### config.mk
export PLATFORM = sky130hd
export DESIGN_NAME = hmrp_ctrl
export DESIGN_NICKNAME = d
export VERILOG_FILES = /design/src/hmrp_pkg.sv /design/src/hmrp_ctrl.sv
export SDC_FILE = /design/constraint.sdc
export NUM_CORES = 1
export LEC_CHECK = 0
export ABC_AREA = 1
export BUFFER_PORTS_ARGS = -buffer_cell sky130_fd_sc_hd__buf_2
export CORE_AREA = 3 3 40 42
export DETAILED_ROUTE_END_ITERATION = 6
export DIE_AREA = 0 0 43 45
export SYNTH_ARGS = -nofsm -noshare
export SYNTH_HDL_FRONTEND = slang
export SYNTH_SLANG_ARGS = --single-unit
### constraint.sdc
create_clock -name clk -period 3.5 [get_ports clk]
set_input_delay 0.175 -clock clk [delete_from_list [all_inputs] [get_ports clk]]
set_output_delay 0.175 -clock clk [all_outputs]
set_load 0.02 [all_outputs]
### src/hmrp_pkg.sv
// Types and constants shared by the height-map rectangle packer.
// No dependencies; every other file of the block imports this package.
package hmrp_pkg;

    localparam int RECT_WIDTH_BITS  = 11;
    localparam int RECT_HEIGHT_BITS = 16;
    localparam int STRIP_BITS       = 11;
    localparam int MARGIN_BITS      = 8;
    localparam int PLACE_X_BITS     = 10;
    localparam int PLACE_Y_BITS     = 16;
    localparam int USED_BITS        = 16;
    localparam int STATUS_BITS      = 2;
    // footprint sizes: field plus twice the gutter, with room for any bit pattern
    localparam int FW_BITS          = 12;
    localparam int FH_BITS          = 17;

    localparam int CFG_INDEX_BITS   = 2;
    localparam int CFG_DATA_BITS    = 11;
    localparam logic [CFG_INDEX_BITS-1:0] CFG_STRIP_WIDTH   = 2'd0;
    localparam logic [CFG_INDEX_BITS-1:0] CFG_BORDER_MARGIN = 2'd1;
    localparam logic [STRIP_BITS-1:0]     STRIP_RESET       = 11'd1024;

    localparam logic [STATUS_BITS-1:0] STATUS_PLACED = 2'd0;
    localparam logic [STATUS_BITS-1:0] STATUS_ZERO   = 2'd1;
    localparam logic [STATUS_BITS-1:0] STATUS_WIDE   = 2'd2;
    localparam logic [STATUS_BITS-1:0] STATUS_OVER   = 2'd3;

    typedef struct packed {
        logic                        first_of_set;
        logic [RECT_WIDTH_BITS-1:0]  rect_width;
        logic [RECT_HEIGHT_BITS-1:0] rect_height;
    } in_item_t;

    typedef struct packed {
        logic [PLACE_X_BITS-1:0] place_x;
        logic [PLACE_Y_BITS-1:0] place_y;
        logic [USED_BITS-1:0]    peak_height;
        logic [STATUS_BITS-1:0]  status;
    } out_item_t;

    typedef enum logic [2:0] {
        OP_NONE,
        OP_CLEAR,
        OP_SUFFIX,
        OP_PREFIX,
        OP_WRITE
    } op_t;

    typedef enum logic [3:0] {
        S_INIT,
        S_IDLE,
        S_EVAL,
        S_SUFFIX,
        S_SUF_DRAIN,
        S_PREFIX,
        S_PRE_DRAIN,
        S_CHECK,
        S_WRITE,
        S_SWEEP,
        S_EMIT
    } ctl_state_t;

    typedef struct packed {
        logic load;
        op_t  init_op;
        op_t  run_op;
        logic zero_fill;
        logic emit;
    } cmd_t;

    typedef struct packed {
        logic bad;
        logic first;
        logic over;
        logic last;
    } sts_t;

endpackage

### src/hmrp_ctrl.sv
// Sequencing state machine of the rectangle packer.
// Depends on hmrp_pkg; drives the datapath through cmd_t and reads sts_t.
module hmrp_ctrl (
    input  logic            clk,
    input  logic            rst_n,
    input  logic            start,
    output logic            busy,
    input  hmrp_pkg::sts_t  sts,
    output hmrp_pkg::cmd_t  cmd
);
    import hmrp_pkg::*;

    ctl_state_t state_reg;
    ctl_state_t state_next;

    always_ff @(posedge clk or negedge rst_n)
    begin
        if (!rst_n)
        begin
            state_reg <= S_INIT;
        end
        else
        begin
            state_reg <= state_next;
        end
    end

    always_comb
    begin
        state_next    = state_reg;
        cmd.load      = 1'b0;
        cmd.init_op   = OP_NONE;
        cmd.run_op    = OP_NONE;
        cmd.zero_fill = 1'b0;
        cmd.emit      = 1'b0;
        case (state_reg)
            S_INIT:
            begin
                cmd.run_op    = OP_CLEAR;
                cmd.zero_fill = 1'b1;
                if (sts.last)
                begin
                    state_next = S_IDLE;
                end
            end
            S_IDLE:
            begin
                if (start)
                begin
                    cmd.load   = 1'b1;
                    state_next = S_EVAL;
                end
            end
            S_EVAL:
            begin
                if (sts.bad)
                begin
                    state_next = S_EMIT;
                end
                else if (sts.first)
                begin
                    state_next = S_CHECK;
                end
                else
                begin
                    cmd.init_op = OP_SUFFIX;
                    state_next  = S_SUFFIX;
                end
            end
            S_SUFFIX:
            begin
                cmd.run_op = OP_SUFFIX;
                if (sts.last)
                begin
                    state_next = S_SUF_DRAIN;
                end
            end
            S_SUF_DRAIN:
            begin
                // last suffix entry lands this cycle
                cmd.init_op = OP_PREFIX;
                state_next  = S_PREFIX;
            end
            S_PREFIX:
            begin
                cmd.run_op = OP_PREFIX;
                if (sts.last)
                begin
                    state_next = S_PRE_DRAIN;
                end
            end
            S_PRE_DRAIN:
            begin
                state_next = S_CHECK;
            end
            S_CHECK:
            begin
                if (sts.over)
                begin
                    state_next = S_EMIT;
                end
                else if (sts.first)
                begin
                    cmd.init_op = OP_CLEAR;
                    state_next  = S_SWEEP;
                end
                else
                begin
                    cmd.init_op = OP_WRITE;
                    state_next  = S_WRITE;
                end
            end
            S_WRITE:
            begin
                cmd.run_op = OP_WRITE;
                if (sts.last)
                begin
                    state_next = S_EMIT;
                end
            end
            S_SWEEP:
            begin
                cmd.run_op = OP_CLEAR;
                if (sts.last)
                begin
                    state_next = S_EMIT;
                end
            end
            S_EMIT:
            begin
                cmd.emit   = 1'b1;
                state_next = S_IDLE;
            end
            default:
            begin
                state_next = S_INIT;
            end
        endcase
    end

    assign busy = (state_reg != S_IDLE);

endmodule

---- Yosys cells after proc, flatten, opt, wreduce, memory -nomap -nowiden ----
Cells that the tools add are included.
storage, ports and cells
  logic and storage cells ................. 41
  register bits after elaboration ......... 4
operators by class
  reduce and logical (&&, ||, !) cells .... 4
  muxes and demuxes ....................... 20
  equality and inequality tests ........... 16
operator list
  operator              count
  $pmux W4 S10          1
  $mux W4               6
  $eq A4 B3 Y1 const B  4
  $eq A4 B4 Y1 const B  3
  $pmux W3 S4           1
  $mux W3               3
  $pmux W3 S3           1
  $eq A4 B2 Y1 const B  2
  $ne A2 B2 Y1 const B  4
  $mux W2               3
  $mux W1               5
  $reduce_and A5 Y1     1
  $eq A4 B1 Y1 const B  1
  $logic_not A4 Y1      1
  $ne A4 B1 Y1 const B  1
  $reduce_or A2 Y1      2
  $ne A2 B1 Y1 const B  1

---- Logic depth before layout (Yosys ltp) ----
Gate-level depths: netlist of the first run.
  word-level depth ........................ 4
  mapped depth ............................ 9

---- Least setup slack after synthesis of the first run ----
Ideal clock, no wire load.
  kind .................................... register -> output
  start point ............................. reg state_reg[2]
  end point ............................... out cmd[6] (netlist bit)
  arrival time ............................ 1220 ps
  slack ................................... 2105 ps
  required time ........................... 3325 ps
  stages on the path, launching flop included .. 4
  cells stage by stage .................... dfrtp_1 -> nor2_2 -> nand3_1 -> o21ai_0
RTL lines
  item                      RTL line         source
  start: declaration        hmrp_ctrl.sv:13  ctl_state_t state_reg;
  start signal: assignment  hmrp_ctrl.sv:24  state_reg <= state_next;
  end: declaration          hmrp_ctrl.sv:9   output hmrp_pkg::cmd_t cmd

==> qor.tcl, run 1 <==
set qor(worst_ep_required_time_ns) 3.32
set qor(clk_root_buffer_cell) {sky130_fd_sc_hd__clkbuf_4}
set qor(run_status) {complete, no violations}
set qor(synth-adder-area-share_pct) 0
set qor(synth_cells) 73
set qor(initial_core_util_pct) 33.2
set qor(cts-root-to-sink-buffers) 2
set qor(worst_slew_margin_rel_pct) 83.1
set qor(worst-r2r-cell-count) 6
set qor(number_of_flip_flops_under_the_largest_register_name) 4
set qor(timing.fmax_mhz) 655
set qor(worst_flop_to_flop_path_startpoint) {state_reg[2]}
set qor(synth_top_family_by_area) {simple AND/OR/NAND/NOR gates}
set qor(clkSlewWorstSetupHoldPaths_ns) 0.04
set qor(peakVddDrop_uv) 321
set qor(worst_hold_path.endpoint) {state_reg[1]}
set qor(finalClockSkew_ns) 0.00211
set qor(antennaDiodeCount) 0
set qor(report.final.hold_viol_count) 0
set qor(grt_setup_unrepaired) {false}
set qor(clk-insertion-delay-late_ns) 0.23
set qor(globalRouteTotalUtil_pct) 12.3
set qor(placement_rows) 13
set qor(synth.lib_cells_used.distinct) 15
set qor(area_growth_syn_to_layout_pct) 30.8
set qor(muxShareOfSynthArea_pct) 0
set qor(setup.worst_path.class) {reg2out}
set qor(yosysTopAreaCellShare_pct) 23.5
set qor(critPathMaxStageDelay_ns) 0.41
set qor(die_x_um) 43
set qor(tritoncts_sink_count) 4
set qor(synth_top_cell_by_area) {sky130_fd_sc_hd__dfrtp_1}
set qor(cts_htree_levels) 1
set qor(worst_path_max_delay_cell) {sky130_fd_sc_hd__dfrtp_1}
set qor(regToRegSetupSlack_ns) 2.25
set qor(compound_cell_area_share_of_the_yosys_netlist_pct) 7.33
set qor(setup_viol_count_final) 0
set qor(drtPass1Iterations) 4
set qor(drtAntennaViolNets) 0
set qor(fraction_of_final_layout_cells_sized_beyond_drive_strength_1_pct) 33.3
set qor(floorplan.core_area_um2) 1280
set qor(yosys_warnings) 0
set qor(yosysSeqAreaShare_pct) 23.5
set qor(worst_slew_pin_slew_ns) 0.253
set qor(synth-simple-area-share_pct) 55.1
set qor(layout_common_cells) {sky130_fd_sc_hd__nand2_1 (19), sky130_fd_sc_hd__buf_2 (16), sky130_fd_sc_hd__inv_1 (13), sky130_fd_sc_hd__nand3_1 (11), sky130_fd_sc_hd__nor2_1 (9)}
set qor(tritoncts_buffer_count) 3
set qor(capturing_element_type_of_the_critical_path) {primary output}
set qor(drt-total-wl_um) 1000
set qor(drt_first_iter_violations) 6
set qor(post_drt_via_cell_ratio) 4.48
set qor(finalCoreUtilization_pct) 43.4
set qor(grt_antenna_before_repair) 0
set qor(startpoint_type) {flop}
set qor(maximum_capacitance_violations) 0
set qor(grt_first_pass_wirelength_um) 1770
set qor(drcViolationCount) 0
set qor(vias) 484
set qor(cp_top_family) {flip-flops}
set qor(cts.repair.resized) 0
set qor(ios) 17
set qor(worstPathMaxFanout) 6
set qor(final_critical_path_required_period_ns) 1.53
set qor(regToRegEndpoint) {state_reg[0]}
set qor(postSynthAreaPerCell_um2) 5.84
set qor(die-height_um) 45
set qor(report.final.slew_viol_count) 0
set qor(grt_pass1_vias) 452
set qor(flip_flop_and_latch_count_after_synthesis) 4
set qor(hold_path_class) {in2reg}
set qor(post_drt_wl_per_cell_um) 9.28
set qor(final_min_period_over_clock_period_pct) 43.6
set qor(worstHoldPathCells) 4
set qor(gr-total-overflow) 0
set qor(place_hpwl_um) 876
set qor(postSynthNetCount) 80
set qor(critical_path.n_buffers_inverters) 1
set qor(synthesis.area_um2) 427
set qor(power-per-cell-area_nw_per_um2) 884
set qor(finalNetCount) 102
set qor(leakage_power_nw) 0.352
set qor(layout.cells.most_common) {sky130_fd_sc_hd__nand2_1}
set qor(hp-start) {sts[0]}
set qor(port-buffer-count) 16
set qor(critPathArrivalTime_ns) 1.35
set qor(finalSetupTns_ns) 0
set qor(post_synth_main_area_contributors) {sky130_fd_sc_hd__dfrtp_1 (23%), sky130_fd_sc_hd__nand2_1 (17%), sky130_fd_sc_hd__nand3_1 (13%)}
set qor(place_congestion) 0.806
set qor(synth-xor-area-share_pct) 0
set qor(die_area_um2) 1940
set qor(grt_max_degree) 7
set qor(tritoncts) {done}
set qor(list_of_cells_traversed_by_the_critical_path) {nor2_2 -> nand3_1 -> o21ai_0 -> buf_2}
[worst min-delay path: stages]
cell                      delay, ns
sky130_fd_sc_hd__buf_2         0.08
sky130_fd_sc_hd__inv_1         0.04
sky130_fd_sc_hd__nand3_1       0.08
sky130_fd_sc_hd__nand2_1       0.05
[layer usage]
metal	up-vias	GRT usage [%]	routed length (um)
met4	0	7.23	17
li1	267	-	-
met3	2	1.99	81
met5	-	0	0
met2	15	18.9	444
met1	200	16.3	459
[Yosys cell counts]
| library cell | instances |
|---|---|
| sky130_fd_sc_hd__nand2_1 | 19 |
| sky130_fd_sc_hd__inv_1 | 13 |
| sky130_fd_sc_hd__nand3_1 | 11 |
| sky130_fd_sc_hd__nor2_1 | 9 |
| sky130_fd_sc_hd__dfrtp_1 | 4 |
| sky130_fd_sc_hd__nand2_2 | 4 |
| sky130_fd_sc_hd__inv_2 | 3 |
| sky130_fd_sc_hd__nor2_2 | 3 |
| sky130_fd_sc_hd__nand2_4 | 1 |
| sky130_fd_sc_hd__nand3b_1 | 1 |
| sky130_fd_sc_hd__nand4_1 | 1 |
| sky130_fd_sc_hd__nor4_1 | 1 |
| sky130_fd_sc_hd__o211ai_1 | 1 |
| sky130_fd_sc_hd__o21ai_0 | 1 |
| sky130_fd_sc_hd__o21bai_4 | 1 |
[where the power goes]
group | leakage [nW] | switching [mW] | internal (mW)
Clock | 0.0138 | 0.0181 | 0.0383
Combinational | 0.288 | 0.231 | 0.116
Sequential | 0.0508 | 0.0232 | 0.0676
[how the worst max path moves through the flow]
stage,start,to,slack [ns],cells after the start
floorplan,state_reg[2],cmd[6],2.11,3
global placement,state_reg[2],cmd[2],2.23,4
detailed placement,state_reg[2],cmd[6],2.23,4
CTS,state_reg[2],cmd[6],1.97,4
global route,state_reg[2],cmd[6],1.82,4
finish,state_reg[2],cmd[6],1.97,4
[kinds of logic (layout without fill, tap and decap cells)]
group	Yosys count	after routing
simple gates	50	50
compound gates	3	3
flops	4	4
buf+inv	16	36
[per-stage QoR]
stage	power [mW]	setup WS [ns]	std cells	instance area, um2	hold slack [ns]
floorplan	0.353	2.11	73	427	-0.121
global placement	0.441	2.23	104	526	-0.0182
detailed placement	0.440	2.23	104	526	-0.0159
CTS	0.501	1.97	108	558	0.233
global route	0.553	1.82	108	558	0.273
finish	0.493	1.97	108	558	0.239
[repair_timing]
item / 4_1_cts / 5_1_grt
buffers inserted: 0 / 0
hold buffers: 1 / 0
endpoints found under the hold margin: 4 / 0
[layout make-up]
type	count	area, um2
inverter	16	60.1
timing repair buffer	17	90.1
fill	150	727
sequential	4	100
multi-input combinational	53	267
clock buffer	3	22.5
tap	15	18.8
Note: power is estimated with default switching activity, not from simulation.
==> run 2: changes to the inputs <==
- clock period: 3.5 -> 1.3 ns (I/O delays scaled with it)
==> run 2 against run 1 <==
The flow now finishes with violations (negative setup slack). Flip-flop and latch count stayed put. First-iteration DRC count is 17% higher. Clock skew is 0.0024 ns higher.
==> qor.tcl, run 2 (synthesized netlist as in run 1, its figures left out) <==
set qor(antennaDiodeCount) 0 ;# unchanged
set qor(globalRouteTotalUtil_pct) 14.5 ;# was 12.3%
set qor(tritoncts) {done} ;# unchanged
set qor(final_min_period_over_clock_period_pct) 104
set qor(clkSlewWorstSetupHoldPaths_ns) 0.04 ;# about the same
set qor(crit_path_frequent_cell) {sky130_fd_sc_hd__buf_4}
set qor(layout_common_cells) {sky130_fd_sc_hd__nand2_1 (15), sky130_fd_sc_hd__inv_1 (11), sky130_fd_sc_hd__nand3_1 (10), sky130_fd_sc_hd__buf_4 (10), sky130_fd_sc_hd__buf_2 (8)} ;# was sky130_fd_sc_hd__nand2_1 (19), sky130_fd_sc_hd__buf_2 (16), sky130_fd_sc_hd__inv_1 (13), sky130_fd_sc_hd__nand3_1 (11), sky130_fd_sc_hd__nor2_1 (9)
set qor(finalNetCount) 108 ;# was 102
set qor(worst_ep_required_time_ns) 1.24 ;# was 3.32 ns
set qor(fillCellCount) 125 ;# was 150
set qor(cts-root-to-sink-buffers) 2 ;# unchanged
set qor(grt_pass1_vias) 507 ;# was 452
set qor(violations) {negative setup slack}
set qor(die_area_um2) 1940 ;# unchanged
set qor(power-per-cell-area_nw_per_um2) 2490 ;# was 884 nW/um2
set qor(hp-start) {sts[3]} ;# was sts[0]
set qor(area_growth_syn_to_layout_pct) 67.4 ;# was 30.8%
set qor(worst_flop_to_flop_path_startpoint) {state_reg[2]} ;# unchanged
set qor(detailedPlace.worstSlack_ns) 0.0538 ;# was 2.23 ns
set qor(drtAntennaViolNets) 0 ;# unchanged
set qor(worst-r2r-cell-count) 7 ;# was 6
set qor(grt_setup_unrepaired) {true} ;# was false
set qor(drt_first_iter_violations) 7 ;# was 6
set qor(capturing_element_type_of_the_critical_path) {primary output} ;# unchanged
set qor(multi_input_comb_area_um2) 339 ;# was 267 um2
set qor(finish.instance_area_um2) 714 ;# was 558 um2
set qor(placement_rows) 13 ;# unchanged
set qor(setup.worst_path.class) {reg2out} ;# unchanged
set qor(initial_core_util_pct) 33.2 ;# unchanged
set qor(regToRegEndpoint) {state_reg[2]} ;# was state_reg[0]
set qor(vias) 544 ;# was 484
set qor(post-route-worst-setup-slack_ns) -0.0540 ;# was 1.97 ns
set qor(critPathMaxStageDelay_ns) 0.40 ;# was 0.41 ns
set qor(drtPass1Iterations) 4 ;# unchanged
set qor(place_congestion) 0.769 ;# was 0.806
set qor(port-buffer-count) 16 ;# unchanged
set qor(run_status) {finished with violations} ;# was complete, no violations
set qor(startpoint_type) {flop} ;# unchanged
set qor(report.final.slew_viol_count) 0 ;# unchanged
set qor(layout.cells.most_common) {sky130_fd_sc_hd__nand2_1} ;# unchanged
set qor(worst_slew_margin_rel_pct) 85.9 ;# was 83.1%
set qor(p_total_mw) 1.78 ;# was 0.493 mW
set qor(ios) 17 ;# unchanged
set qor(worstHoldPathCells) 3 ;# was 4
set qor(worst_slew_pin_slew_ns) 0.211 ;# was 0.253 ns
set qor(die-height_um) 45 ;# unchanged
set qor(leakage_power_nw) 0.394 ;# was 0.352 nW
set qor(clk_root_buffer_cell) {sky130_fd_sc_hd__clkbuf_4} ;# unchanged
set qor(tritoncts_buffer_count) 3 ;# unchanged
set qor(clk-insertion-delay-late_ns) 0.23 ;# about the same
set qor(place_hpwl_um) 899 ;# was 876 um
set qor(report.final.hold_viol_count) 0 ;# unchanged
set qor(peakVddDrop_uv) 991 ;# was 321 uV
set qor(placedInstanceArea_um2) 526 ;# unchanged
set qor(timing.fmax_mhz) 739
set qor(floorplan.core_area_um2) 1280 ;# unchanged
set qor(tritoncts_sink_count) 4 ;# unchanged
set qor(grt_max_degree) 7 ;# unchanged
set qor(hold_path_class) {in2reg} ;# unchanged
set qor(cts_htree_levels) 1 ;# unchanged
set qor(drt-total-wl_um) 1270 ;# was 1000 um
set qor(drcViolationCount) 0 ;# unchanged
set qor(worstPathMaxFanout) 3 ;# was 6
set qor(worst_hold_path.endpoint) {state_reg[3]} ;# was state_reg[1]
set qor(critPathArrivalTime_ns) 1.29 ;# was 1.35 ns
set qor(post_drt_wl_per_cell_um) 11.1 ;# was 9.28 um
set qor(die_x_um) 43 ;# unchanged
set qor(fraction_of_final_layout_cells_sized_beyond_drive_strength_1_pct) 54.5 ;# was 33.3%
set qor(maximum_capacitance_violations) 0 ;# unchanged
set qor(grt_first_pass_wirelength_um) 2050 ;# was 1770 um
set qor(setup_viol_count_final) 5 ;# was 0
set qor(final_critical_path_required_period_ns) 1.35
set qor(post_drt_via_cell_ratio) 4.77 ;# was 4.48
set qor(gr-total-overflow) 0 ;# unchanged
set qor(finalClockSkew_ns) 0.00450 ;# was 0.00211 ns
set qor(reg_area_um2) 104 ;# was 100 um2
set qor(grt_antenna_before_repair) 0 ;# unchanged
set qor(finalCoreUtilization_pct) 55.6 ;# was 43.4%
set qor(worst_path_max_delay_cell) {sky130_fd_sc_hd__dfrtp_1} ;# unchanged
set qor(regToRegSetupSlack_ns) 0.03 ;# was 2.25 ns
set qor(list_of_cells_traversed_by_the_critical_path) {buf_4 -> nor2_4 -> nand2_2 -> o211ai_1 -> buf_4} ;# was nor2_2 -> nand3_1 -> o21ai_0 -> buf_2
set qor(number_of_flip_flops_under_the_largest_register_name) 4 ;# unchanged
==> run 2: cell types whose count changed in the layout (fill, tap and decap cells not counted), sizes merged <==
cell and change:
buf +6
==> run 2: final cells by class <==
type | count | area share [%]
Multi-Input combinational cell | 53 | 47.5
Timing Repair Buffer | 23 | 23.8
Sequential cell | 4 | 14.5
Inverter | 16 | 8.41
Clock buffer | 3 | 3.15
Tap cell | 15 | 2.63
==> run 2: how the worst max path moves through the flow <==
stage | end | startpoint | slack, ns
global placement | state_reg[0] | state_reg[0] | 0.08
finish | cmd[2] | state_reg[1] | -0.05
CTS | state_reg[2] | state_reg[3] | -0.03
global route | cmd[2] | state_reg[1] | -0.13
detailed placement | state_reg[0] | state_reg[2] | 0.05
floorplan | cmd[6] | state_reg[2] | 0.02
==> run 2: what timing repair did <==
action	CTS	global route
buffers inserted	6	1
resized for setup	21	16
setup endpoints to repair	7	13
hold buffers	1	0
pin swaps	5	8
endpoints found under the hold margin	4	0
==> run 2: critical path: cells and delay by family (launching register included) <==
kind	cells	cell delay, ns
flops	1	0.40
buf+inv	2	0.34
simple gates	2	0.23
compound gates	1	0.09
==> run 2: stage by stage <==
stage                     TNS, ns  hold slack [ns]  instances
after floorplan                 0           -0.231         73
after global placement          0           -0.125        104
after detailed placement        0           -0.126        104
after CTS                  -0.142            0.116        114
after global routing       -0.856            0.138        114
final                      -0.161            0.118        114
==> run 2: per-layer routing <==
layer,global-route usage [%],vias to the layer above,part of all wire (%)
met5,0,-,0
met4,9.04,0,1.1
met3,1.59,2,4.5
met2,26.9,15,53
met1,15.6,247,41
li1,-,280,-
==> run 2: report_power, final <==
part	internal [mW]	total (mW)	switching [mW]
Clock	0.103	0.151	0.0475
Sequential	0.189	0.297	0.108
Combinational	0.558	1.33	0.775
==> run 3: changes to the inputs <==
- BUFFER_PORTS_ARGS: -buffer_cell sky130_fd_sc_hd__buf_2 -> -buffer_cell sky130_fd_sc_hd__clkbuf_2
- RECOVER_POWER: unset -> 25
==> run 3 against run 2 <==
Non-clock buffer count increased by 8. Clock power about the same. Routed wire length increased by 34%. Critical path type unchanged. Register-to-register slack got worse by 0.07 ns. Largest power group unchanged. Sequential share of layout area decreased by 2.0 points. The flow still finishes with violations (negative setup slack).
==> qor.tcl, run 3 (synthesized netlist as in run 1, its figures left out) <==
set qor(floorplan.core_area_um2) 1280 ;# unchanged
set qor(worst-r2r-cell-count) 7 ;# unchanged
set qor(vias) 609 ;# was 544
set qor(leakage_power_nw) 0.455 ;# was 0.394 nW
set qor(routedLengthMet1_um) 655 ;# was 523 um
set qor(drcViolationCount) 0 ;# unchanged
set qor(port-buffer-count) 16 ;# unchanged
set qor(power_report.internal_total_mw) 1.06 ;# was 0.850 mW
set qor(p_total_mw) 2.16 ;# was 1.78 mW
set qor(finish.instance_area_um2) 838 ;# was 714 um2
set qor(drtPass1Iterations) 4 ;# unchanged
set qor(timing.fmax_mhz) 721 ;# was 739 MHz
set qor(globalRouteTotalUtil_pct) 14.5 ;# unchanged
set qor(worst_ep_required_time_ns) 1.24 ;# about the same
set qor(die_area_um2) 1940 ;# unchanged
set qor(capturing_element_type_of_the_critical_path) {primary output} ;# unchanged
set qor(swShare_pct) 51.1 ;# was 52.3%
set qor(finalCoreUtilization_pct) 65.2 ;# was 55.6%
set qor(seqPwrFrac_pct) 15.8 ;# was 16.7%
set qor(tritoncts_buffer_count) 3 ;# unchanged
set qor(placedInstanceArea_um2) 526 ;# unchanged
set qor(post-route-worst-setup-slack_ns) -0.0864 ;# was -0.0540 ns
set qor(post_drt_via_cell_ratio) 4.99 ;# was 4.77
set qor(hp-start) {sts[3]} ;# unchanged
set qor(power-per-cell-area_nw_per_um2) 2580 ;# was 2490 nW/um2
set qor(ios) 17 ;# unchanged
set qor(finalNonFillerCells) 122 ;# was 114
set qor(finalNetCount) 116 ;# was 108
set qor(layout.cells.most_common) {sky130_fd_sc_hd__buf_4} ;# was sky130_fd_sc_hd__nand2_1
set qor(crit_path_start) {state_reg[2]} ;# was state_reg[1]
set qor(clk-insertion-delay-late_ns) 0.23 ;# about the same
set qor(grt_first_pass_wirelength_um) 2050 ;# unchanged
set qor(final_critical_path_required_period_ns) 1.39 ;# was 1.35 ns
set qor(die-height_um) 45 ;# unchanged
set qor(regToRegEndpoint) {state_reg[0]} ;# was state_reg[2]
set qor(finalClockSkew_ns) 0.00411 ;# was 0.00450 ns
set qor(worst_flop_to_flop_path_startpoint) {state_reg[2]} ;# unchanged
set qor(grt_pass1_vias) 526 ;# was 507
set qor(run_status) {finished with violations} ;# unchanged
set qor(grt_antenna_before_repair) 0 ;# unchanged
set qor(clk_root_buffer_cell) {sky130_fd_sc_hd__clkbuf_4} ;# unchanged
set qor(tritoncts_sink_count) 4 ;# unchanged
set qor(worst_slew_margin_rel_pct) 84.6 ;# was 85.9%
set qor(maximum_capacitance_violations) 0 ;# unchanged
set qor(hold_path_class) {in2reg} ;# unchanged
set qor(tritoncts) {done} ;# unchanged
set qor(pwr-share-clk_pct) 7.1 ;# was 8.5%
set qor(initial_core_util_pct) 33.2 ;# unchanged
set qor(placement_rows) 13 ;# unchanged
set qor(peakVddDrop_uv) 1360 ;# was 991 uV
set qor(clkSlewWorstSetupHoldPaths_ns) 0.04 ;# about the same
set qor(dr.max_layer_used) {met4} ;# unchanged
set qor(violations) {negative setup slack} ;# unchanged
set qor(total_switching_power_mw) 1.10 ;# was 0.931 mW
set qor(dr_wl_met2_um) 909 ;# was 675 um
set qor(fraction_of_final_layout_cells_sized_beyond_drive_strength_1_pct) 64.5 ;# was 54.5%
set qor(grt_max_degree) 7 ;# unchanged
set qor(pwr-share-comb_pct) 77.1 ;# was 74.9%
set qor(placed_cells_incl_taps) 104 ;# unchanged
set qor(finalSetupTns_ns) -0.513 ;# was -0.161 ns
set qor(place_congestion) 0.777 ;# was 0.769
set qor(die_x_um) 43 ;# unchanged
set qor(critPathArrivalTime_ns) 1.32 ;# was 1.29 ns
set qor(setup_viol_count_final) 10 ;# was 5
set qor(number_of_flip_flops_under_the_largest_register_name) 4 ;# unchanged
set qor(final_min_period_over_clock_period_pct) 107 ;# was 104%
set qor(area_growth_syn_to_layout_pct) 96.5 ;# was 67.4%
set qor(place_hpwl_um) 900 ;# was 899 um
set qor(drt_first_iter_violations) 10 ;# was 7
set qor(grt_setup_unrepaired) {true} ;# unchanged
set qor(setup.worst_path.class) {reg2out} ;# unchanged
set qor(report.final.hold_viol_count) 0 ;# unchanged
set qor(layout_common_cells) {sky130_fd_sc_hd__buf_4 (16), sky130_fd_sc_hd__nand2_1 (14), sky130_fd_sc_hd__inv_1 (9), sky130_fd_sc_hd__nand3_1 (7)} ;# was sky130_fd_sc_hd__nand2_1 (15), sky130_fd_sc_hd__inv_1 (11), sky130_fd_sc_hd__nand3_1 (10), sky130_fd_sc_hd__buf_4 (10), sky130_fd_sc_hd__buf_2 (8)
set qor(gr-total-overflow) 0 ;# unchanged
set qor(post_drt_wl_per_cell_um) 13.9 ;# was 11.1 um
set qor(worstPathMaxFanout) 5 ;# was 3
set qor(report.final.slew_viol_count) 0 ;# unchanged
set qor(termination_of_the_worst_setup_path) {cmd[3]} ;# was cmd[2]
set qor(cts_htree_levels) 1 ;# unchanged
set qor(startpoint_type) {flop} ;# unchanged
set qor(cts-root-to-sink-buffers) 2 ;# unchanged
set qor(regToRegSetupSlack_ns) -0.04 ;# was 0.03 ns
set qor(drt-total-wl_um) 1700 ;# was 1270 um
set qor(met3WireLength_um) 94 ;# was 57 um
set qor(worst_slew_pin_slew_ns) 0.231 ;# was 0.211 ns
set qor(antennaDiodeCount) 0 ;# unchanged
set qor(drtAntennaViolNets) 0 ;# unchanged
run 3: metal layers:
| layer | vias to the layer above | global-route usage (%) |
|---|---|---|
| met4 | 0 | 9.04 |
| li1 | 294 | - |
| met5 | - | 0 |
| met1 | 287 | 16.1 |
| met3 | 4 | 2.79 |
| met2 | 24 | 25.4 |
run 3: worst min-delay path by stage:
stage / endpoint / depth (start not counted)
finish: state_reg[3] / 3
global route: state_reg[3] / 3
CTS: state_reg[3] / 3
detailed placement: state_reg[1] / 1
global placement: state_reg[1] / 1
floorplan: state_reg[0] / 0
run 3: what timing repair did:
item / in CTS / in global routing
setup buffers: 9 / 5
gates cloned: 0 / 0
endpoints found under the hold margin: 4 / 0
endpoints found under the setup margin: 8 / 13
gates resized for setup: 23 / 40
hold buffers: 1 / 0
pin swaps: 3 / 9
run 3: power by group through the flow:
stage	Combinational, mW	Clock, mW	Sequential, mW
finish	1.67	0.154	0.342
global route	1.79	0.167	0.345
CTS	1.23	0.160	0.278
detailed placement	0.941	0	0.248
global placement	0.938	0	0.251
floorplan	0.713	0	0.236
run 3: area by class of cell:
type | instances | area [um2]
Fill cell | 118 | 447
Multi-Input combinational cell | 53 | 369
Timing Repair Buffer | 31 | 258
Sequential cell | 4 | 105
Inverter | 16 | 65.1
Clock buffer | 3 | 22.5
Tap cell | 15 | 18.8
run 3: worst max-delay path: stages, from the launching register on:
cell and delay [ns]:
sky130_fd_sc_hd__dfrtp_2 0.46, sky130_fd_sc_hd__nor2_4 0.22, sky130_fd_sc_hd__buf_6 0.14, sky130_fd_sc_hd__nand2_4 0.05, sky130_fd_sc_hd__nand2_4 0.09, sky130_fd_sc_hd__buf_8 0.12
run 3: through the flow:
stage	hold WS [ns]	setup WS, ns
after global placement	-0.122	0.0773
after CTS	0.123	-0.0455
after detailed placement	-0.125	0.0315
after global routing	0.133	-0.147
final	0.137	-0.0864
after floorplan	-0.231	0.0152
